==> src/hw/rtl/four_way_hash_table_depth_age_replace_macros.svh <==
// assertion macros for the four-way hash table
`ifndef FOUR_WAY_HASH_TABLE_DEPTH_AGE_REPLACE_MACROS_SVH
`define FOUR_WAY_HASH_TABLE_DEPTH_AGE_REPLACE_MACROS_SVH
`ifndef SYNTH
// check that is masked while reset is low
`define FWHT_ASSERT(lbl, clk, rst_n, prop, msg) \
    lbl: assert property (@(posedge clk) disable iff (!rst_n) prop) else $error(msg);
// check that also holds around reset
`define FWHT_ASSERT_ON(lbl, clk, prop, msg) \
    lbl: assert property (@(posedge clk) prop) else $error(msg);
`else
`define FWHT_ASSERT(lbl, clk, rst_n, prop, msg)
`define FWHT_ASSERT_ON(lbl, clk, prop, msg)
`endif
`endif

==> src/hw/rtl/fwht_ram.sv <==
// single-port-write, single-port-read cluster memory with registered read data
module fwht_ram #(
    parameter int WIDTH  = 8,
    parameter int ADDR_W = 4
) (
    input  logic              i_clk,
    input  logic              i_rd_en,
    input  logic [ADDR_W-1:0] i_rd_addr,
    output logic [WIDTH-1:0]  o_rd_data,
    input  logic              i_wr_en,
    input  logic [ADDR_W-1:0] i_wr_addr,
    input  logic [WIDTH-1:0]  i_wr_data
);

    logic [WIDTH-1:0] r_mem [(1 << ADDR_W)];
    logic [WIDTH-1:0] r_rd_data;

    // write port
    always_ff @(posedge i_clk) begin
        if (i_wr_en) begin
            r_mem[i_wr_addr] <= i_wr_data;
        end
    end

    // read port, data held until the next read
    always_ff @(posedge i_clk) begin
        if (i_rd_en) begin
            r_rd_data <= r_mem[i_rd_addr];
        end
    end

    assign o_rd_data = r_rd_data;

endmodule

==> config.mk <==
export PLATFORM = sky130hd
export DESIGN_NAME = fwht_ram
export DESIGN_NICKNAME = d
export VERILOG_FILES = /design/src/hw/rtl/four_way_hash_table_depth_age_replace_macros.svh /design/src/hw/rtl/fwht_ram.sv
export SDC_FILE = /design/constraint.sdc
export NUM_CORES = 1
export LEC_CHECK = 0
export BUFFER_PORTS_ARGS = -buffer_cell sky130_fd_sc_hd__buf_2
export CORE_UTILIZATION = 40
export DETAILED_ROUTE_END_ITERATION = 16
export RECOVER_POWER = 25
export SETUP_SLACK_MARGIN = 0.3
export SYNTH_ARGS = -nofsm -noshare
export SYNTH_HDL_FRONTEND = slang
export SYNTH_SLANG_ARGS = --single-unit
==> constraint.sdc <==
create_clock -name i_clk -period 1.81 [get_ports i_clk]
set_input_delay 0.181 -clock i_clk [delete_from_list [all_inputs] [get_ports i_clk]]
set_output_delay 0.181 -clock i_clk [all_outputs]
set_load 0.03 [all_outputs]
### Yosys cells after proc, flatten, opt, wreduce, memory -nomap -nowiden

Memory sizes are Yosys's and may differ from the RTL's. A register that Yosys moved wholly into a read port is not among the register bits.
Cells that the tools add are included.

* bits in registers: 0
* RAM bits: 128
* input bits: 19
* output and inout port bits: 8
* word-level logic and storage cells: 3
* memories kept: 1

* mux-type cells: 2

Memory list
* r_mem: depth 16, bits a word 8, rd ports 1, clocked after memory_dff 1, wr ports 1, RTL line fwht_ram.sv:15 `logic [WIDTH-1:0] r_mem [(1 << ADDR_W)];`

Operators by type and width (number)
* 1-bit 2-to-1 mux: 2

### Longest topological paths before layout

Gate-level depths: netlist of run 1.

* word-level depth: 2
* depth in mapped cells: 5
* depth with buffers taken out: 3

### Worst setup path before layout of run 1

Ideal clock, no wire load.

* kind: input to register
* start point: in i_wr_addr[2]
* end point: mem r_mem[0][0], enable pin
* arrival time: 1291 ps
* path slack: 136 ps
* cell stages on the path: 2
* buffers on the path: 0
* path through: or3b_2 -> nor3_1

RTL lines
* start, declared: RTL line fwht_ram.sv:11 `input logic [ADDR_W-1:0] i_wr_addr,`
* end, declared: RTL line fwht_ram.sv:15

No word-level cell before the write port.

==> flow_summary.rst, run 1 <==
.. list-table::
   :header-rows: 1

   * - Metric
     - Value
   * - Minimum clock period after layout
     - 1.451 ns
   * - Outcome
     - finished clean
   * - Slew @ Worst Pin
     - 0.6350 ns
   * - Vias after detailed routing
     - 2476
   * - Final number of hold-violating endpoints
     - 0
   * - Series of cell instances along the critical path
     - mux4_1 -> a22oi_1 -> nand2_1
   * - Per-cell via count in the routed design
     - 5.213
   * - Leakage Power
     - 2.152 nW
   * - Post-synth cell types
     - 18
   * - Area growth, synth to finish
     - 21.71%
   * - DPL Wire Length
     - 6.672 mm
   * - Area of the core
     - 12670 sq um
   * - Slowest CP cell
     - mux4_1
   * - Clock group share of total power
     - 0.482
   * - WL per Instance
     - 22.42 microns
   * - Min-Delay Path Class
     - input pin to flop
   * - Max clock buf depth
     - 2
   * - Horiz. Die Dim
     - around 120 microns
   * - Antenna violations before repair
     - 0
   * - Setup WS pre-CTS
     - around 0.12 ns
   * - Net Sw Frac
     - 0.1932
   * - Remaining design rule violation count
     - 0
   * - Seq pwr share
     - 0.470
   * - Most frequent cells in the layout
     - edfxtp_1 (136), buf_4 (23), buf_2 (21)
   * - Rel. slew slack
     - 0.5767
   * - Xor and xnor area share after synthesis
     - 0
   * - Non-filler cells in the finished layout
     - around 480
   * - Largest fanout on the critical path
     - 1
   * - Clock network latency to the later pin of the worst-skew pair
     - 0.41 ns
   * - CTS H-tree lvls
     - 4
   * - Worst setup SP type
     - flop
   * - Fill cell total of the finished layout
     - 1029
   * - Fraction of final layout cells sized beyond drive strength 1
     - 0.3267
   * - Sequential cell area fraction in the yosys report
     - 0.7812
   * - Instance count after placement with tap cells included
     - 443
   * - Register bit count reported by yosys
     - 136
   * - GPL Wtd Cong
     - approximately 0.77
   * - Post-synthesis compound-gate area fraction
     - 0.02298
   * - Worst setup EP type
     - flop
   * - Number of max-cap violations
     - 0
   * - CTS Buf Count
     - 17
   * - Simple-gate area share of the yosys netlist
     - 0.03135
   * - Diodes inserted
     - 0
   * - Synth Cell Area
     - about 5200 sq um
   * - Reported net switching power
     - 1.466 mW
   * - Standard-cell rows
     - 41
   * - Final setup fails
     - 0
   * - Count of clock tree sinks
     - 136
   * - Post-layout nets
     - slightly above 300
   * - Max-slew violation count
     - 0
   * - Per-instance average area after synthesis
     - approximately 23 sq um
   * - Number of instances in the synthesized netlist
     - 229
   * - IO Port Bufs
     - 26
   * - Number of buffers inserted to repair setup after CTS
     - 0
   * - Arithmetic-cell share of the synthesized area counting full adders, half adders and majority gates
     - 0
   * - Via count of the first global-routing pass
     - between 2000 and 3000
   * - Critical path start-end classification
     - flop to flop
   * - Max IR drop VDD
     - 0.6002 mV
   * - Drt total wl
     - 10.65 mm
   * - Remaining global-route overflow
     - 0
   * - TritonCTS clock tree
     - done
   * - Chip height
     - 116.3 microns
   * - Total number of yosys warnings
     - 0
   * - Initial core utilization
     - 0.4126
   * - Clock transition at the register clock pins on the worst setup and hold paths after CTS
     - ~0.060 ns
   * - Final Core Density
     - 0.5021
   * - Violation count after the first detailed-route iteration
     - 260
   * - Pre-antenna DRT Iters
     - 4
   * - Root Buffer Master
     - clkbuf_16
   * - Setup TNS
     - 0 ns
   * - Max Fclk
     - 0.6893 GHz
   * - Main combinational cell family by area after synthesis
     - multiplexers
   * - Full die area
     - 13530 sq um
   * - Leading cell type in the layout, fill and taps excluded
     - edfxtp_1
   * - Cell area power density
     - between 1000 and 1500 nW/um^2
   * - Internal power component
     - 6.123 mW
   * - Slowest Stage Delay on Critical Path
     - around 0.53 ns
   * - Final clock period utilization by the worst path
     - 0.8015
   * - Total nets after synthesis
     - 248
   * - Num ports
     - 27
   * - Crit path required time
     - 1.96 ns
   * - Gr usage total
     - 0.1789
   * - Largest net degree at the start of global routing
     - 33
   * - First-pass GRT wire length
     - 16.04 mm
   * - Remaining antenna violation count after routing
     - 0
   * - Setup repair after global routing missed its margin
     - no
   * - Power share of the combinational group
     - 0.048
   * - Final clock skew
     - between 0.004 and 0.005 ns
   * - Data arrival at the endpoint of the critical path
     - 1.60 ns
   * - Share of cell area taken by muxes after synthesis
     - 0.1479
   * - Crit path setup slack, layout
     - 0.3592 ns
[per-layer routing]
layer / track usage / part of all wire / routed length, microns
met1: 0.2415 / 0.44 / 4720
met2: 0.2698 / 0.47 / 5046
met3: 0.04722 / 0.060 / 641
met4: 0.08974 / 0.023 / 240
met5: 0 / 0 / 0
[flip-flops by register name (all words and copies together) (netlist names)]
| signal | flops |
|---|---|
| r_mem | 128 |
| o_rd_data | 8 |
[metrics by stage]
step           area, sq um  power [mW]  hold WS [ns]
3_5_place_dp          5724       4.002        0.5757
3_3_place_gp          5724       3.992        0.5582
5_1_grt               6362       7.800        0.1399
4_1_cts               6359       7.648        0.1378
2_1_floorplan         5233       3.838        0.2799
6_report              6362       7.589        0.1456
[cell usage after synthesis]
cell type        instances  area [sq um]
a22oi_1                 16         120.1
and2_1                   1         6.260
and2b_1                  1         7.510
buf_2                    3         15.01
buf_4                    1         7.510
buf_6                    3         33.78
clkdlybuf4s25_2          3         30.03
edfxtp_1               136          4084
mux4_1                  14         367.9
mux4_2                  18         405.4
nand2_1                  9         33.78
nand2b_1                 2         12.51
nand3_1                  1         5.000
nand3b_1                 2         15.01
nor2_1                  13         48.80
nor2b_1                  1         6.260
nor3_1                   4         20.02
or3b_2                   1         8.760
[logic make-up after synthesis]
logic type,after synthesis
flops,136
compound gates,16
mux,32
simple gates,35
buf+inv,10
[power by group through the flow]
stage / clock [mW] / sequential [mW] / combinational (mW)
global placement: 0 / 3.63 / 0.360
CTS: 3.71 / 3.57 / 0.367
floorplan: 0 / 3.66 / 0.179
global route: 3.83 / 3.58 / 0.393
finish: 3.66 / 3.57 / 0.363
detailed placement: 0 / 3.63 / 0.367
[worst max-delay path, delay by kind of cell, from the launching register on]
| family | cells | cell delay, ns |
|---|---|---|
| flops | 1 | 0.37 |
| compound gates | 1 | 0.19 |
| mux | 1 | 0.53 |
| simple gates | 1 | 0.10 |
[area by class of cell]
type / instances / area (sq um) / share of cell area
sequential: 136 / 4084 / 0.6419
multi-input combinational: 83 / 1072 / 0.1685
clock buffer: 18 / 429.2 / 0.06745
timing repair buffer: 52 / 356.6 / 0.05605
tap: 172 / 215.2 / 0.03382
clock inverter: 14 / 205.2 / 0.03225
[what timing repair did]
item	4_1_cts	5_1_grt
hold buffers	0	0
hold endpoints to repair	0	0
gates resized for setup	0	2
setup endpoints to repair	0	2
[final timing paths]
kind | end | start | slack [ns] | cells past startpoint
setup / recovery | o_rd_data[0] | r_mem[1][0] | 0.36 | 3
hold / removal | o_rd_data[1] | i_rd_en | 0.15 | 1
setup reg to reg | o_rd_data[0] | r_mem[1][0] | 0.36 | 3
hold reg to reg | o_rd_data[5] | r_mem[12][5] | 0.76 | 3
Note: power is estimated with default switching activity, not from simulation.
==> run 2: changes to the inputs <==
- clock period: 1.81 -> 1.3 ns (I/O delays scaled with it)
==> flow_summary.rst, run 2 (synthesis gave the netlist of run 1 again) <==
.. list-table::
   :header-rows: 1

   * - Metric
     - Value
   * - Outcome
     - finished, violations left (was finished clean)
   * - Worst setup EP type
     - flop (unchanged)
   * - Root Buffer Master
     - clkbuf_16 (unchanged)
   * - Vias after detailed routing
     - 2446 (was 2476)
   * - TritonCTS clock tree
     - done (unchanged)
   * - Remaining global-route overflow
     - 0 (unchanged)
   * - DPL Wire Length
     - 6.540 mm (was 6.672 mm)
   * - Critical R2R Capture
     - o_rd_data[7] (was o_rd_data[0])
   * - Final number of hold-violating endpoints
     - 0 (unchanged)
   * - Worst min-delay path endpoint
     - r_mem[10][0] (was o_rd_data[1])
   * - Max-slew violation count
     - 0 (unchanged)
   * - Final setup fails
     - 8 (was 0)
   * - Instance count after placement with tap cells included
     - 450 (was 443)
   * - Leading cell type in the layout, fill and taps excluded
     - edfxtp_1 (unchanged)
   * - Antenna violations before repair
     - 0 (unchanged)
   * - Violations in the final reports
     - negative setup slack
   * - Slowest Stage Delay on Critical Path
     - 0.49 ns (was 0.53 ns)
   * - Chip height
     - 116.3 microns (unchanged)
   * - Largest fanout on the critical path
     - 1 (unchanged)
   * - Final Core Density
     - 0.5202 (was 0.5021)
   * - Largest register FFs
     - 128 (unchanged)
   * - Pre-antenna DRT Iters
     - 4 (unchanged)
   * - Worst min-delay path startpoint
     - i_wr_data[0] (was i_rd_en)
   * - Register containing the most flip-flops in the final layout
     - r_mem (unchanged)
   * - Minimum clock period after layout
     - 1.424 ns (was 1.451 ns)
   * - Number of max-cap violations
     - 0 (unchanged)
   * - Via count of the first global-routing pass
     - 2604 (was 2636)
   * - Cell depth of the worst flop-to-flop path
     - 3 (unchanged)
   * - Series of cell instances along the critical path
     - mux4_2 -> a22oi_2 -> nand2_1 (was mux4_1 -> a22oi_1 -> nand2_1)
   * - Clock transition at the register clock pins on the worst setup and hold paths after CTS
     - 0.05 ns (was 0.06 ns)
   * - Per-cell via count in the routed design
     - 5.085 (was 5.213)
   * - Power share of the combinational group
     - 0.064 (was 0.048)
   * - GPL Wtd Cong
     - 0.6882 (was 0.7732)
   * - Clock network latency to the later pin of the worst-skew pair
     - 0.41 ns (about the same)
   * - Power Total
     - 9.785 mW (was 7.589 mW)
   * - Final clock skew
     - 0.007870 ns (was 0.004678 ns)
   * - Crit path required time
     - 1.44 ns (was 1.96 ns)
   * - Most frequent cells in the layout
     - edfxtp_1 (136), mux4_2 (32), buf_4 (19) (was edfxtp_1 (136), buf_4 (23), buf_2 (21))
   * - Max IR drop VDD
     - 0.8159 mV (was 0.6002 mV)
   * - Non-filler cells in the finished layout
     - 481 (was 475)
   * - Number of cells on the worst hold path
     - 1 (unchanged)
   * - Area of the core
     - 12670 sq um (unchanged)
   * - WL per Instance
     - 20.59 microns (was 22.42 microns)
   * - Num ports
     - 27 (unchanged)
   * - Slew @ Worst Pin
     - 0.8988 ns (was 0.6350 ns)
   * - Full die area
     - 13530 sq um (unchanged)
   * - Slowest CP cell
     - mux4_2 (was mux4_1)
   * - Setup WS pre-CTS
     - -0.4155 ns (was 0.1228 ns)
   * - Count of clock tree sinks
     - 136 (unchanged)
   * - Remaining antenna violation count after routing
     - 0 (unchanged)
   * - Leakage Power
     - 2.139 nW (was 2.152 nW)
   * - Rel. slew slack
     - 0.3986 (was 0.5767)
   * - Critical register-to-register path startpoint
     - r_mem[10][7] (was r_mem[1][0])
   * - Crit path setup slack, layout
     - -0.1245 ns (was 0.3592 ns)
   * - Internal power component
     - 7.799 mW (was 6.123 mW)
   * - Seq pwr share
     - 0.509 (was 0.470)
   * - Setup repair after global routing missed its margin
     - yes (was no)
   * - Remaining design rule violation count
     - 0 (unchanged)
   * - Data arrival at the endpoint of the critical path
     - 1.57 ns (was 1.60 ns)
   * - Max clock buf depth
     - 2 (unchanged)
   * - Min-Delay Path Class
     - input pin to flop (unchanged)
   * - Post-layout nets
     - 316 (was 309)
   * - First-pass GRT wire length
     - 15.20 mm (was 16.04 mm)
   * - Largest net degree at the start of global routing
     - 17 (was 33)
   * - Area growth, synth to finish
     - 26.09% (was 21.71%)
   * - Horiz. Die Dim
     - 116.3 microns (unchanged)
   * - Slack of the worst reg-to-reg path
     - -0.12 ns (was 0.36 ns)
   * - Reported net switching power
     - 1.986 mW (was 1.466 mW)
   * - CTS Buf Count
     - 17 (unchanged)
   * - Drt total wl
     - 9.905 mm (was 10.65 mm)
   * - Clock group share of total power
     - 0.428 (was 0.482)
   * - Max Fclk
     - 0.7020 GHz (was 0.6893 GHz)
   * - Critical path start-end classification
     - flop to flop (unchanged)
   * - Fraction of final layout cells sized beyond drive strength 1
     - 0.4337 (was 0.3267)
   * - Initial core utilization
     - 0.4126 (unchanged)
   * - Final clock period utilization by the worst path
     - 1.096 (was 0.8015)
   * - Worst setup SP type
     - flop (unchanged)
   * - IO Port Bufs
     - 26 (unchanged)
   * - Cell area power density
     - 1485 nW/um^2 (was 1193 nW/um^2)
   * - Diodes inserted
     - 0 (unchanged)
   * - Gr usage total
     - 0.1670 (was 0.1789)
   * - Net Sw Frac
     - 0.2029 (was 0.1932)
   * - Standard-cell rows
     - 41 (unchanged)
   * - CTS H-tree lvls
     - 4 (unchanged)
   * - Fill cell total of the finished layout
     - 1011 (was 1029)
   * - Violation count after the first detailed-route iteration
     - 142 (was 260)
[run 2: cell count changes in the layout (fill, tap and decap cells not counted), moves of 4 or more]
| cell | delta |
|---|---|
| a22oi_2 | +5 |
| mux4_2 | +14 |
| nor2_4 | +12 |
| buf_4 | -4 |
| mux4_1 | -14 |
| nor3_4 | +4 |
| bufinv_16 | -4 |
| buf_6 | +8 |
| a22oi_1 | -5 |
| buf_2 | -9 |
| buf_12 | +11 |
| nor2_1 | -12 |
[run 2: metrics by stage]
step	hold slack [ns]	instance area, sq um	TNS (ns)
3_5_place_dp	0.5252	5998	-5.606
5_1_grt	0.1115	6591	-1.004
3_3_place_gp	0.5235	5998	-5.011
2_1_floorplan	0.2289	5350	-0.2319
6_report	0.1163	6591	-0.5997
4_1_cts	0.09559	6594	-0.7808
[run 2: power groups by stage]
stage	Sequential, mW	Clock, mW	Combinational [mW]
global placement	5.06	0	0.595
floorplan	5.09	0	0.298
detailed placement	5.06	0	0.603
global route	4.98	4.41	0.672
finish	4.98	4.18	0.624
CTS	4.98	4.24	0.641
[run 2: timing repair]
item,4_1_cts,5_1_grt
endpoints found under the setup margin,16,16
hold buffers,0,0
gates cloned,0,0
setup buffers,0,0
pin swaps,4,1
gates resized for setup,23,1
[run 2: cell type report]
class	instances	area, sq um	area share
clock inverter	12	86.33	0.01310
sequential	136	4084	0.6196
multi-input combinational	83	1177	0.1786
timing repair buffer	59	595.6	0.09036
clock buffer	19	432.9	0.06568
tap	172	215.2	0.03265
[run 2: worst max-delay path by stage]
stage / from / endpoint / cells past startpoint
floorplan: i_rd_addr[0] / o_rd_data[1] / 5
global placement: i_rd_addr[0] / o_rd_data[3] / 6
detailed placement: i_rd_addr[0] / o_rd_data[0] / 5
CTS: r_mem[10][7] / o_rd_data[7] / 3
global route: r_mem[10][7] / o_rd_data[7] / 3
finish: r_mem[10][7] / o_rd_data[7] / 3
[run 2: worst max-delay path: cells and delay by family (launching register included)]
| kind | cells | cell delay, ns |
|---|---|---|
| simple gates | 1 | 0.08 |
| flops | 1 | 0.37 |
| mux | 1 | 0.49 |
| compound gates | 1 | 0.21 |
[run 2: routing by layer]
layer / global-route usage / part of all wire
met5: 0 / 0
met4: 0.07692 / 0.010
met3: 0.04307 / 0.055
met2: 0.2667 / 0.51
met1: 0.2158 / 0.42
