$ cat src/hw/rtl/four_way_hash_table_depth_age_replace_macros.svh
// assertion macros for the four-way hash table
`ifndef FOUR_WAY_HASH_TABLE_DEPTH_AGE_REPLACE_MACROS_SVH
`define FOUR_WAY_HASH_TABLE_DEPTH_AGE_REPLACE_MACROS_SVH
`ifndef SYNTH
// check that is masked while reset is low
`define FWHT_ASSERT(lbl, clk, rst_n, prop, msg) \
    lbl: assert property (@(posedge clk) disable iff (!rst_n) prop) else $error(msg);
// check that also holds around reset
`define FWHT_ASSERT_ON(lbl, clk, prop, msg) \
    lbl: assert property (@(posedge clk) prop) else $error(msg);
`else
`define FWHT_ASSERT(lbl, clk, rst_n, prop, msg)
`define FWHT_ASSERT_ON(lbl, clk, prop, msg)
`endif
`endif

$ cat src/hw/rtl/fwht_pkg.sv
// types, constants and codes shared by the four-way hash table modules
package fwht_pkg;

    // table geometry
    localparam int IDX_MAX   = 10;
    localparam int WAYS      = 4;
    localparam int ADDR_W    = (IDX_MAX > 0) ? IDX_MAX : 1;
    localparam int WAY_W     = (WAYS > 1) ? $clog2(WAYS) : 1;
    localparam int IDX_EFF_W = 5;

    // configuration port
    localparam int CFG_W      = 8;
    localparam int CFG_ADDR_W = 1;
    localparam logic [CFG_ADDR_W-1:0] CFG_INDEX_BITS = 1'd0;
    localparam logic [CFG_ADDR_W-1:0] CFG_GENERATION = 1'd1;

    // replacement score: depth*16 - age*2 + (move != 0), biased to stay non-negative
    localparam int AGE_W      = 3;
    localparam int SCORE_W    = 11;
    localparam int STALE_BIAS = 7 * 2;

    // command codes
    localparam logic [1:0] CMD_PROBE = 2'd0;
    localparam logic [1:0] CMD_PUT   = 2'd1;
    localparam logic [1:0] CMD_CLEAR = 2'd2;

    // outcome codes
    localparam logic [2:0] OUT_MISS     = 3'd0;
    localparam logic [2:0] OUT_HIT      = 3'd1;
    localparam logic [2:0] OUT_UPDATED  = 3'd2;
    localparam logic [2:0] OUT_FILLED   = 3'd3;
    localparam logic [2:0] OUT_REPLACED = 3'd4;
    localparam logic [2:0] OUT_CLEARED  = 3'd5;

    typedef struct packed {
        logic [1:0]         command;
        logic [63:0]        key;
        logic [6:0]         search_depth;
        logic [15:0]        best_move;
        logic signed [15:0] score_value;
        logic               value_given;
        logic [1:0]         bound_type;
        logic signed [15:0] static_eval;
        logic               eval_given;
    } t_cmd;

    typedef struct packed {
        logic [2:0]         outcome;
        logic [6:0]         hit_depth;
        logic [15:0]        hit_move;
        logic signed [15:0] hit_value;
        logic [1:0]         hit_type;
        logic signed [15:0] hit_eval;
        logic [7:0]         hit_generation;
    } t_result;

    // one way of a cluster as stored
    typedef struct packed {
        logic               valid;
        logic [63:0]        tag;
        logic [6:0]         depth;
        logic [15:0]        move;
        logic signed [15:0] value;
        logic [1:0]         btype;
        logic [7:0]         gen;
        logic signed [15:0] eval;
    } t_entry;

    typedef t_entry [WAYS-1:0] t_row;

    localparam int ROW_W = $bits(t_row);

    // verdict of the shared way unit
    typedef struct packed {
        logic               hit;
        logic               empty;
        logic [SCORE_W-1:0] score;
    } t_way_eval;

    typedef enum logic [2:0] {
        S_IDLE,
        S_READ,
        S_SCAN,
        S_WRITE,
        S_CLEAR
    } t_state;

endpackage

$ cat src/hw/rtl/fwht_way_unit.sv
// shared per-way unit: tag match, empty test and replacement score
module fwht_way_unit (
    input  fwht_pkg::t_entry    i_entry,
    input  logic [63:0]         i_key,
    input  logic [7:0]          i_gen,
    output fwht_pkg::t_way_eval o_eval
);

    logic [fwht_pkg::AGE_W-1:0] w_age;
    logic                       w_move_nz;

    // age modulo 8 against the current generation
    assign w_age     = i_gen[fwht_pkg::AGE_W-1:0] - i_entry.gen[fwht_pkg::AGE_W-1:0];
    assign w_move_nz = (i_entry.move != 16'd0);

    // verdict for one way; biased score keeps the value unsigned with the same ordering
    always_comb begin
        o_eval.hit   = i_entry.valid && (i_entry.tag == i_key);
        o_eval.empty = !i_entry.valid;
        o_eval.score = fwht_pkg::SCORE_W'({i_entry.depth, 4'b0000})
                     + fwht_pkg::SCORE_W'(fwht_pkg::STALE_BIAS)
                     - fwht_pkg::SCORE_W'({w_age, 1'b0})
                     + fwht_pkg::SCORE_W'(w_move_nz);
    end

endmodule

$ cat config.mk
export PLATFORM = sky130hd
export DESIGN_NAME = fwht_way_unit
export DESIGN_NICKNAME = d
export VERILOG_FILES = /design/src/hw/rtl/four_way_hash_table_depth_age_replace_macros.svh /design/src/hw/rtl/fwht_pkg.sv /design/src/hw/rtl/fwht_way_unit.sv
export SDC_FILE = /design/constraint.sdc
export NUM_CORES = 1
export LEC_CHECK = 0
export BUFFER_PORTS_ARGS = -buffer_cell sky130_fd_sc_hd__buf_2
export CORE_AREA = 2 2 82 84
export DETAILED_ROUTE_END_ITERATION = 10
export DIE_AREA = 0 0 84 86
export PLACE_DENSITY_LB_ADDON = 0.3
export SKIP_LAST_GASP = 1
export SLEW_MARGIN = 20
export SYNTH_ARGS = -nofsm -noshare
export SYNTH_HDL_FRONTEND = slang
export SYNTH_SLANG_ARGS = --single-unit
$ cat constraint.sdc
create_clock -name vclk -period 1
set_clock_uncertainty 0.05 [all_clocks]
set_input_delay 0.05 -clock vclk [all_inputs]
set_output_delay 0.05 -clock vclk [all_outputs]
set_load 0.05 [all_outputs]
### Yosys cells after proc, flatten, opt, wreduce, memory -nomap -nowiden

Cells that the tools add are included.

| word-level totals | value |
|---|---|
| word-level logic and storage cells | 8 |
| memory bits (writable) | 0 |
| memories kept | 0 |
| input port bits | 202 |
| output and inout bits | 13 |
| bits in latches | 0 |
| memory bits (read-only) | 0 |
| register bits | 0 |

| operators by class | value |
|---|---|
| multipliers | 0 |
| shift operators | 0 |
| add/sub/neg operators | 4 |
| reductions and logical operators | 3 |
| div/mod/pow operators | 0 |
| bitwise logic cells | 0 |
| muxes and demuxes | 0 |
| magnitude comparators | 0 |
| equality and inequality tests | 1 |

Operators with widths:

| operator | count |
|---|---|
| 64-bit equality test | 1 |
| 16-bit nonzero test | 1 |
| 11-bit by 1-bit adder with 11-bit output | 1 |
| 11-bit by 4-bit adder with 11-bit output, second input constant | 1 |
| 11-bit by 4-bit subtractor with 11-bit output | 1 |
| 3-bit subtractor | 1 |
| 1-bit logical AND | 1 |
| 1-bit zero test | 1 |

### Longest topological paths before layout

Gate-level depths: netlist (run 1).

| depth | value |
|---|---|
| depth in word-level cells | 3 |
| depth in mapped cells | 6 |
| gate-level depth less buffers | 6 |

### Worst setup path before layout (run 1)

No wires, ideal clock.

| timing path | value |
|---|---|
| path kind | input to output |
| start | input port i_key[39] |
| end | output port o_eval[12] (netlist name) |
| buffers on the path | 0 |
| slack | -0.873 ns |
| required time | 0.900 ns |
| stages | 5 |
| data arrival time | 1.773 ns |
| cell sequence | nor2b_1 a2111o_1 nor4_2 nand4_1 nor4_2 |

RTL lines:

| what | RTL line | source |
|---|---|---|
| start, declared | fwht_way_unit.sv:4 | `input logic [63:0] i_key,` |
| end, declared | fwht_way_unit.sv:6 | `output fwht_pkg::t_way_eval o_eval` |

==> impl_summary.md, run 1 <==
Pwr
Summed over all nets, the switching power comes to 354 uW. Of the total power, the clock network draws 0. The internal portion of the total power is 442 uW. Of the total power, combinational logic draws 1.000. The share of total power dissipated in sequential elements is 0. The switching share of power is 0.444. Dividing total power by cell area gives a power density of 413 nW/um^2. The cell leakage power is 0.00104 uW. Across the VDD grid, the largest voltage drop is between 200 and 250 uV.

Setup path
Traced cell by cell, the critical path runs through buf_6 > xor2_1 > a221o_1 > nor4_2 > nand4_1 > nor4_4 > buf_12. The largest stage delay on the critical path is about 300 ps. On the critical path, the stage with the largest delay is an instance of sky130_fd_sc_hd__a221o_1.

The maximum net fanout on the critical path is 1. Data on the critical path is required at its endpoint by 900 ps. The worst path arrival time is 1520 ps. The worst setup path is captured at an output port. The startpoint class of the critical path is a primary input.

The classification of the worst setup path is in2out.

Floorplanning
The total area inside the core boundary comes to roughly 6300 sq um. The top-level I/O count is 215. In this run the vertical extent of the chip is 86 microns. The initial utilization of the core area, before any placement, comes to 0.146. The placement row count is 29. The chip width is approximately 84 microns. The die covers just over 7000 sq um.

Synthesis
The warning count from the yosys run is 0. The most area-hungry cell type in the Yosys netlist is sky130_fd_sc_hd__xor2_1. The part of the Yosys area used for sequential elements is 0. Synthesis produced 128 cells. The number of nets in the synthesized netlist is 332. Summing every instance area after synthesis gives 913 sq um. The share of synthesized area in the top cell type comes to 0.326.

The synthesized area divided by synthesized cell count is 7.14 sq um. After synthesis, the cell types taking the most area are sky130_fd_sc_hd__xor2_1, sky130_fd_sc_hd__xnor2_1, sky130_fd_sc_hd__nor4_1. sky130_fd_sc_hd__xor2_1 is the most common cell in the netlist.

Synthesis instantiated 25 different standard cells from the library. Sorting the synthesized cells by how often they occur yields sky130_fd_sc_hd__xor2_1, sky130_fd_sc_hd__inv_1, sky130_fd_sc_hd__xnor2_1, sky130_fd_sc_hd__nor4_1.

STA
The part of the cycle the worst path needs is 1.62. The hold violation total from the final report was 0. Setup violations remaining at the end of the flow were counted as 3.

Based on the critical path, the design can be clocked at up to 0.617 GHz. The total count of max-transition violations in the final report is 0. Setup repair after global routing could not meet its margin everywhere. The slew at the pin with the worst max-slew slack is roughly 360 ps. Counting I/O delays and the setup requirement, the final critical path takes 1620 ps.

The least setup slack across all paths after layout is -621 ps. In this run the tightest slew margin relative to its limit is 0.756.

Routing
The routed metal-1 wire length is 1360 microns. The met3 routed wirelength is 388 microns. The routed design has 3730 microns of wire. The initial DRC count is 21. The number of detailed-route iterations in the first pass is 4. In the detailed route, the total length drawn on met2 is 1990 microns. For this block, the via count after detailed routing is 1401. Dividing the detail-routed wire length by the instance count gives 10.4 microns. The highest metal layer carrying signal wires in the routed design is met3. The remaining antenna violation count after routing is 0. After detailed routing, the number of vias per cell comes to ~3.9. The remaining routing DRC violations is 0.

Cells and area
The number of cells in the finished layout apart from fillers is 358. The count of clock buffers in the final design is 0. The fill cell instance count of the final layout is 694. The repair_antennas step left the layout with diodes totalling 0. The area used by sequential logic in the layout is 0 sq um. The core utilization of the finished layout is 0.307. In the final layout, the multi-input gates occupy 870 sq um. At the end of the flow, the number of nets in the layout was 487.

The sequential cell count is 0. The area growth from synthesis to layout is 111%. Of the cells placed in the final design, the portion with a size suffix greater than 1 is 0.612.

Flow run
The number of maximum-capacitance constraint violations is 0.

Placed design
The total instance count after detailed placement is 358. The estimated wirelength of the detail-placed design is 3610 microns. The quantity of I/O buffers inserted on ports is 157. The global placement routability congestion is 0.764.

The worst slack at placement is -723 ps.

Global route
The total routing resource utilization after global routing is 0.0939. Global routing finished with a remaining overflow of 0. Entering global routing, the biggest net connects 3 pins. The via count of the first global-routing pass is 1465. The first global-routing pass estimated between 5000 and 6000 microns of wire. The initial antenna violation count is 0.

Outcome
The flow ran to the end, but the final reports show violations. The checks that failed: negative setup slack.

Clock network
The count of hold buffers inserted by post-cts repair is 0.

Hold path
The class of the most critical hold timing path is in2out.
metal layers:
metal / GRT usage / up-vias
li1: - / 746
met1: 0.107 / 569
met2: 0.188 / 86
met5: 0 / -
met4: 0.00440 / 0
met3: 0.0192 / 0
layout make-up:
class | instances | area share
Inverter | 21 | 0.0494
Tap cell | 77 | 0.0500
Multi-Input combinational cell | 99 | 0.451
Timing Repair Buffer | 161 | 0.449
power groups by stage:
stage,clock [uW],sequential [uW],combinational [uW]
after floorplan,0,0,424
after global placement,0,0,757
after detailed placement,0,0,763
after CTS,0,0,801
after global routing,0,0,883
final,0,0,796
critical path: cells and delay by family:
kind | cells | cell delay (ps)
and+or+nand+nor | 3 | 760
buffers and inverters | 2 | 270
AOI/OAI and AO/OA | 1 | 300
xor gates and xnor gates | 1 | 140
logic make-up after synthesis:
group,Yosys count,share of synthesized area
buf+inv,29,0.123
xor+xnor,48,0.460
simple gates,33,0.240
compound gates,16,0.141
fa+ha+maj,2,0.0356
worst paths after layout:
path / from / endpoint / slack, ps / cells after the start
worst max-delay path: i_entry[92] / o_eval[12] / -620 / 7
worst min-delay path: i_entry[61] / o_eval[7] / 50 / 0
metrics by stage:
stage               setup TNS (ps)  total power, uW  hold WS [ps]  instance area, sq um
CTS                          -1210              801          50.3                  1910
finish                       -1170              796          50.0                  1930
floorplan                     -888              424           167                   980
global placement             -1540              757          50.3                  1870
detailed placement           -1560              763          50.3                  1870
global route                 -1400              883          50.1                  1930
cell usage in the layout (no fill, tap or decap), types with 2 or more instances in the layout:
cell and count:
sky130_fd_sc_hd__a2111oi_1 2, sky130_fd_sc_hd__buf_2 151, sky130_fd_sc_hd__buf_4 4, sky130_fd_sc_hd__buf_6 4
sky130_fd_sc_hd__inv_1 18, sky130_fd_sc_hd__nand2_1 2, sky130_fd_sc_hd__nand2b_1 3, sky130_fd_sc_hd__nand4_1 6
sky130_fd_sc_hd__nor2b_1 4, sky130_fd_sc_hd__nor4_1 13, sky130_fd_sc_hd__o22ai_1 7, sky130_fd_sc_hd__xnor2_1 12
sky130_fd_sc_hd__xnor2_4 2, sky130_fd_sc_hd__xor2_1 34
what timing repair did:
item,CTS,global route
gates resized for setup,9,4
buffers inserted,0,0
pin swaps,3,4
endpoints found under the setup margin,3,3
Power figures use the tool's default switching activity.
==> run 2, diff against run 1 <==
--- a/config.mk
+++ b/config.mk
@@ -9,6 +9,7 @@
 export CORE_AREA = 2 2 82 84
 export DETAILED_ROUTE_END_ITERATION = 10
 export DIE_AREA = 0 0 84 86
+export GPL_TIMING_DRIVEN = 0
 export PLACE_DENSITY_LB_ADDON = 0.3
 export SKIP_LAST_GASP = 1
 export SLEW_MARGIN = 20
==> run 2 against run 1 <==
  * The run still ends with negative setup slack left
  * Core utilization up 0.70 points
  * First-iteration DRC count decreased by 19%
  * Wire length increased by 6.0%
  * Combinational power up 8.8%
  * Via count increased by 3.0%
  * Largest cell class is now non-clock buffers
==> impl_summary.md, run 2 (synthesis gave the netlist of run 1 again) <==
Outcome
The flow ran to the end, but the final reports show violations. The checks that failed: negative setup slack.

Placed design
Including well taps, the total number of placed cells is 369. The count of buffers added on input and output ports is ~160. The estimated wirelength of the detail-placed design is around 3700 microns. The worst slack at placement is -828 ps. The global placement routability congestion is 0.788.

Clock network
The number of hold buffers added after CTS was 0. After clock tree synthesis, the setup repair step added 0 buffers.

Routing
After detailed routing, the average wire length per cell comes to 10.7 microns. After detailed routing, the number of vias per cell comes to 3.91. The first TritonRoute pass finished after 4 iterations. For this block, the via count after detailed routing is 1443. The remaining antenna violation count after routing is 0.

In the routed design, unresolved DRC markers number 0. The wire length reported by the detailed router is about 4000 microns. The detailed router finished its first iteration with 17 violations.

STA
The total count of max-transition violations in the final report is 0. The smallest clock period supported by the final layout is computed as between 1500 and 2000 ps. The hold violation total from the final report is 0. The final setup TNS is -1270 ps. The highest clock frequency the design can meet is 0.589 GHz.

In the post-route analysis, the smallest setup slack over all paths is -697 ps. The final setup violation count is 3. Setup repair after global routing could not meet its margin everywhere.

In this run the tightest slew margin relative to its limit is 0.641. The slew at the pin with the worst max-slew slack is ~530 ps. The part of the cycle the worst path needs is 1.70.

Pwr
The internal power of the cells totals 447 uW. The cell leakage power is approximately 0.0011 uW. The net switching power figure is between 400 and 500 uW. The fraction of power consumed by combinational cells is 1.000. The share of total power dissipated in sequential elements is 0. Of the total power, the share spent switching nets is 0.484. The total power density per cell area is 439 nW/um^2. The share of total power dissipated in the clock network is 0. The overall power after layout is 866 uW.

VDD sags by at most ~350 uV.

Cells and area
The final net count is 498. Once layout is complete, the utilization of the core stands at 0.314. From synthesis to final layout, the design area changed by 116%. The sequential cell count is 0. The number of cells in the finished layout apart from fillers is around 370. In the final layout, the share of cells above drive strength 1 is 0.610.

The count of clock buffers in the final design is 0. 0 antenna diodes ended up in the layout. The fill cell instance count of the final layout is 713. The area occupied by multi-input gates is 890 sq um.

Across the whole layout, storage elements account for 0 sq um. In the layout the commonest cells are sky130_fd_sc_hd__buf_2, sky130_fd_sc_hd__xor2_1, sky130_fd_sc_hd__inv_1. The most common library cell in the layout ignoring fill and taps is sky130_fd_sc_hd__buf_2.

Hold path
The min-delay analysis places its worst path in the category in2out.

Global route
The first-pass GRT wire length is ~5900 microns. In the global route stage, overall resource usage came out at 0.0959. The initial antenna violation count is 0. The via count of the first global-routing pass was 1446.

The pin count of the biggest net entering global routing is 3. Global routing finished with a remaining overflow of 0.

Floorplanning
The full die area is 7220 sq um. The chip width is 84 microns. For this configuration, the core starts out at a cell density of 0.146. The placement row count is 29. The core region is 6280 sq um.

The vertical extent of the die is 86 microns. The top-level I/O count is 215.

Setup path
The maximum net fanout on the critical path is 2. The slowest library cell on the worst path is sky130_fd_sc_hd__a2111o_1. Data on the critical path is required at its endpoint by 900 ps.

STA classifies the critical path startpoint as a primary input. The kind of cell adding the most delay to the critical path is simple AND/OR/NAND/NOR gates. The worst setup path is captured at an output port. The largest stage delay on the critical path is 410 ps.

Traced cell by cell, the critical path runs through buf_2 > nor2b_1 > a2111o_1 > nor4_2 > nand4_1 > nor4_4 > buf_6. The count of buffer and inverter cells on the critical path is 2. The worst path arrival time is 1600 ps. The worst setup path is of the in2out kind.

Flow run
The number of maximum-capacitance constraint violations is 0.
## run 2: changes by cell type in the layout (fill, tap and decap cells not counted)
cell / delta
sky130_fd_sc_hd__buf_2: +8
sky130_fd_sc_hd__clkbuf_1: +7
sky130_fd_sc_hd__buf_4: -3
sky130_fd_sc_hd__nor4_1: -3
sky130_fd_sc_hd__a2111oi_0: +2
sky130_fd_sc_hd__nor4_2: +2
sky130_fd_sc_hd__a2111oi_1: -1
sky130_fd_sc_hd__a2111oi_2: -1
sky130_fd_sc_hd__buf_12: -1
sky130_fd_sc_hd__nor4_4: +1
## run 2: final cells by class
type / count / area share
buffer: 8 / 0.0171
inverter: 21 / 0.0483
timing repair buffer: 164 / 0.434
tap: 77 / 0.0489
multi-input combinational: 99 / 0.451
## run 2: power groups by stage
stage	combinational [uW]	sequential (uW)	clock, uW
6_report	866	0	0
5_1_grt	949	0	0
4_1_cts	867	0	0
3_5_place_dp	829	0	0
3_3_place_gp	818	0	0
2_1_floorplan	424	0	0
## run 2: repair_timing
| action | 4_1_cts | 5_1_grt |
|---|---|---|
| pin swaps | 3 | 2 |
| endpoints found under the setup margin | 3 | 4 |
| resized for setup | 10 | 7 |
| hold endpoints to repair | 0 | 0 |
## run 2: final timing paths
path	to	slack, ps	startpoint	depth (start not counted)
hold / removal	o_eval[10]	310	i_entry[64]	2
setup / recovery	o_eval[12]	-700	i_key[39]	7
## run 2: layer usage
| metal | up-vias | global-route usage | wire length (microns) |
|---|---|---|---|
| met3 | 2 | 0.0154 | 367 |
| met2 | 84 | 0.185 | 2110 |
| met5 | - | 0 | 0 |
| li1 | 768 | - | - |
| met4 | 0 | 0.00293 | 12 |
| met1 | 589 | 0.117 | 1470 |
## run 2: metrics by stage
step,instance area (sq um),hold slack (ps)
6_report,1970,312
3_3_place_gp,1900,312
4_1_cts,1940,313
2_1_floorplan,980,167
5_1_grt,1970,318
3_5_place_dp,1900,311
==> run 3, diff against run 2 <==
==> constraint.sdc (replaced) <==
create_clock -name vclk -period 2.07
set_clock_uncertainty 0.05 [all_clocks]
set_input_delay 0.1035 -clock vclk [all_inputs]
set_output_delay 0.1035 -clock vclk [all_outputs]
set_load 0.05 [all_outputs]
==> run 3 against run 2 <==
  * The flow now finishes without violations
  * First-iteration DRC count is 18% lower
  * Combinational power is 57% lower
  * Final area is 6.8% lower
  * Final cell count stayed put
  * Global-route usage is 0.080 points lower
  * Critical path depth stayed put
  * Worst setup slack better by 940 ps
  * Sequential share of layout area stayed put
  * Count of clock-buffer cells in the layout stayed put
  * Die area stayed put
==> impl_summary.md, run 3 (synthesis gave the netlist of run 1 again) <==
Outcome
The flow ran to the end, and the final reports show no timing, DRC or antenna violations.

Hold path
The min-delay analysis places its worst path in the category in2out. The path with the worst hold slack has its endpoint at o_eval[8]. In this run the most critical hold path is launched from i_entry[62].

The worst hold path passes through 2 cells.

Pwr
The fraction of power consumed by combinational cells is 1.000. Internal power comes to around 190 uW. In this run the power density over the cells is 205 nW/um^2. The cell leakage power is about 0.001 uW. Of the total power, registers draw 0. The net switching power figure is 186 uW. Of the total power, the clock network draws 0.

The switching share of power is 0.494. VDD sags by at most 161 uV.

Setup path
The startpoint class of the critical path is a primary input. STA classifies the critical path endpoint as an output port. The classification of the worst setup path is in2out.

The critical path goes through buf_2 > nor2b_1 > a2111o_1 > nor4_2 > nand4_1 > nor4_2 > buf_2. For the worst setup path, the data arrival time is 1670 ps. The largest stage delay on the critical path is 410 ps. The maximum net fanout on the critical path is 2.

The slowest library cell on the worst path is sky130_fd_sc_hd__a2111o_1. The required time of the critical path is 1920 ps.

Routing
After detailed routing, the average wire length per cell comes to 10.1 microns. The wire length reported by the detailed router is 3730 microns. The remaining antenna violation count after routing is 0. The initial DRC count is 14. After detailed routing, the number of remaining DRC violations is 0. The number of detailed-route iterations in the first pass is 4. The overall via count from detail_route is 1465.

In the routed layout, each cell is associated on average with a via count of 3.97.

STA
The shortest period the worst path allows is approximately 1800 ps. In this run the tightest slew margin relative to its limit is 0.630. For the pin with the worst max-slew slack, the measured transition is 541 ps. Of the available clock period, the critical path in the final layout requires 0.883. In the final timing run, aggregate negative setup slack is 0 ps.

The total count of max-transition violations in the final report was 0. Setup repair after global routing left no endpoint under its margin. The final-layout worst hold slack is 420 ps. The hold violation total from the final report is 0. The highest clock frequency the design can meet is ~0.55 GHz.

Setup violations remaining at the end of the flow were counted as 0.

Floorplanning
The chip width is 84 microns. During I/O placement, the number of pins put on the boundary was 215. Row generation in the floorplan step produced 29 rows. The vertical extent of the die is around 86 microns.

The initial utilization of the core area, before any placement, comes to 0.146. The die covers 7220 sq um. The standard cell core area is 6280 sq um.

Cells and area
The area used by sequential logic in the layout is 0 sq um. The proportion of layout cells with a drive suffix above 1 is 0.579. The net count of the finished layout is 498. Compared with the post-synthesis result, the final layout area differs by 101%. The fill cell instance count of the final layout is 705. Summing all multi-input logic gate instances after layout gives 807 sq um. Leaving out filler cells and counting taps, the final layout contains 369. The layout has 0 clock buffers. The library cells used most frequently in the layout, excluding fill and tap cells, are sky130_fd_sc_hd__buf_2, sky130_fd_sc_hd__xor2_1, sky130_fd_sc_hd__inv_1. The core utilization of the finished layout is 0.293. The most common library cell in the layout ignoring fill and taps is sky130_fd_sc_hd__buf_2. The antenna diode count is 0. The sequential cell count is 0.

Global route
The via count of the first global-routing pass is 1445. The first global-routing pass estimated between 5000 and 6000 microns of wire. The pin count of the biggest net entering global routing is 3.

After global routing the overflow that remains totals 0. The initial antenna violation count was 0. Across every metal layer, demand over resource in global routing totals 0.0951.

Flow run
The tool flagged a number of max-cap violations equal to 0.

Placed design
Routability-driven placement finished with a final weighted congestion of around 0.74. After legalization and detailed placement, the total HPWL measured 3660 microns. In this run the tool buffered the top-level ports with around 160 buffer cells. Once placement completed, the tool counted placed cells totaling 369.

Clock network
The post-CTS setup repair buffer count is 0.
run 3: cell count changes in the layout (fill, tap and decap cells not counted), sizes merged:
| cell | before | now |
|---|---|---|
| clkinvlp | 1 | 0 |
| inv | 20 | 21 |
run 3: how the worst max path moves through the flow:
stage	depth (start not counted)	end	start	slack, ps
floorplan	5	o_eval[12]	i_key[39]	90
finish	7	o_eval[12]	i_key[39]	240
detailed placement	7	o_eval[12]	i_key[32]	60
CTS	7	o_eval[12]	i_key[32]	50
global placement	7	o_eval[12]	i_key[32]	90
global route	7	o_eval[12]	i_key[3]	50
run 3: power groups by stage:
stage               clock network (uW)  logic (uW)  registers (uW)
CTS                                  0         381               0
detailed placement                   0         379               0
global placement                     0         374               0
finish                               0         376               0
floorplan                            0         183               0
global route                         0         415               0
run 3: what timing repair did:
| item | 4_1_cts | 5_1_grt |
|---|---|---|
| resized for setup | 0 | 2 |
| endpoints found under the setup margin | 0 | 1 |
| hold buffers | 0 | 0 |
run 3: final cells by class:
| cell class | count | area share |
|---|---|---|
| repair buffers | 164 | 0.447 |
| well taps | 77 | 0.0525 |
| plain buffers | 8 | 0.0184 |
| multi-input cells | 99 | 0.439 |
| inverters | 21 | 0.0429 |
run 3: critical path: cells and delay by family:
kind	cells	cell delay (ps)
compound gates	1	410
simple gates	4	750
buf+inv	2	400
run 3: per-stage QoR:
stage | total power, uW | cell area [sq um] | setup WS [ps]
after floorplan | 183 | 913 | 90.2
after global placement | 374 | 1830 | 88.1
after detailed placement | 379 | 1830 | 59.6
after CTS | 381 | 1830 | 54.5
after global routing | 415 | 1840 | 53.8
final | 376 | 1840 | 243
run 3: metal layers:
metal  track usage  wire, microns  vias up
met2         0.193           1930       92
met1         0.114           1440      602
li1              -              -      771
met5             0              0        -
met4             0              0        0
met3       0.00962            367        0
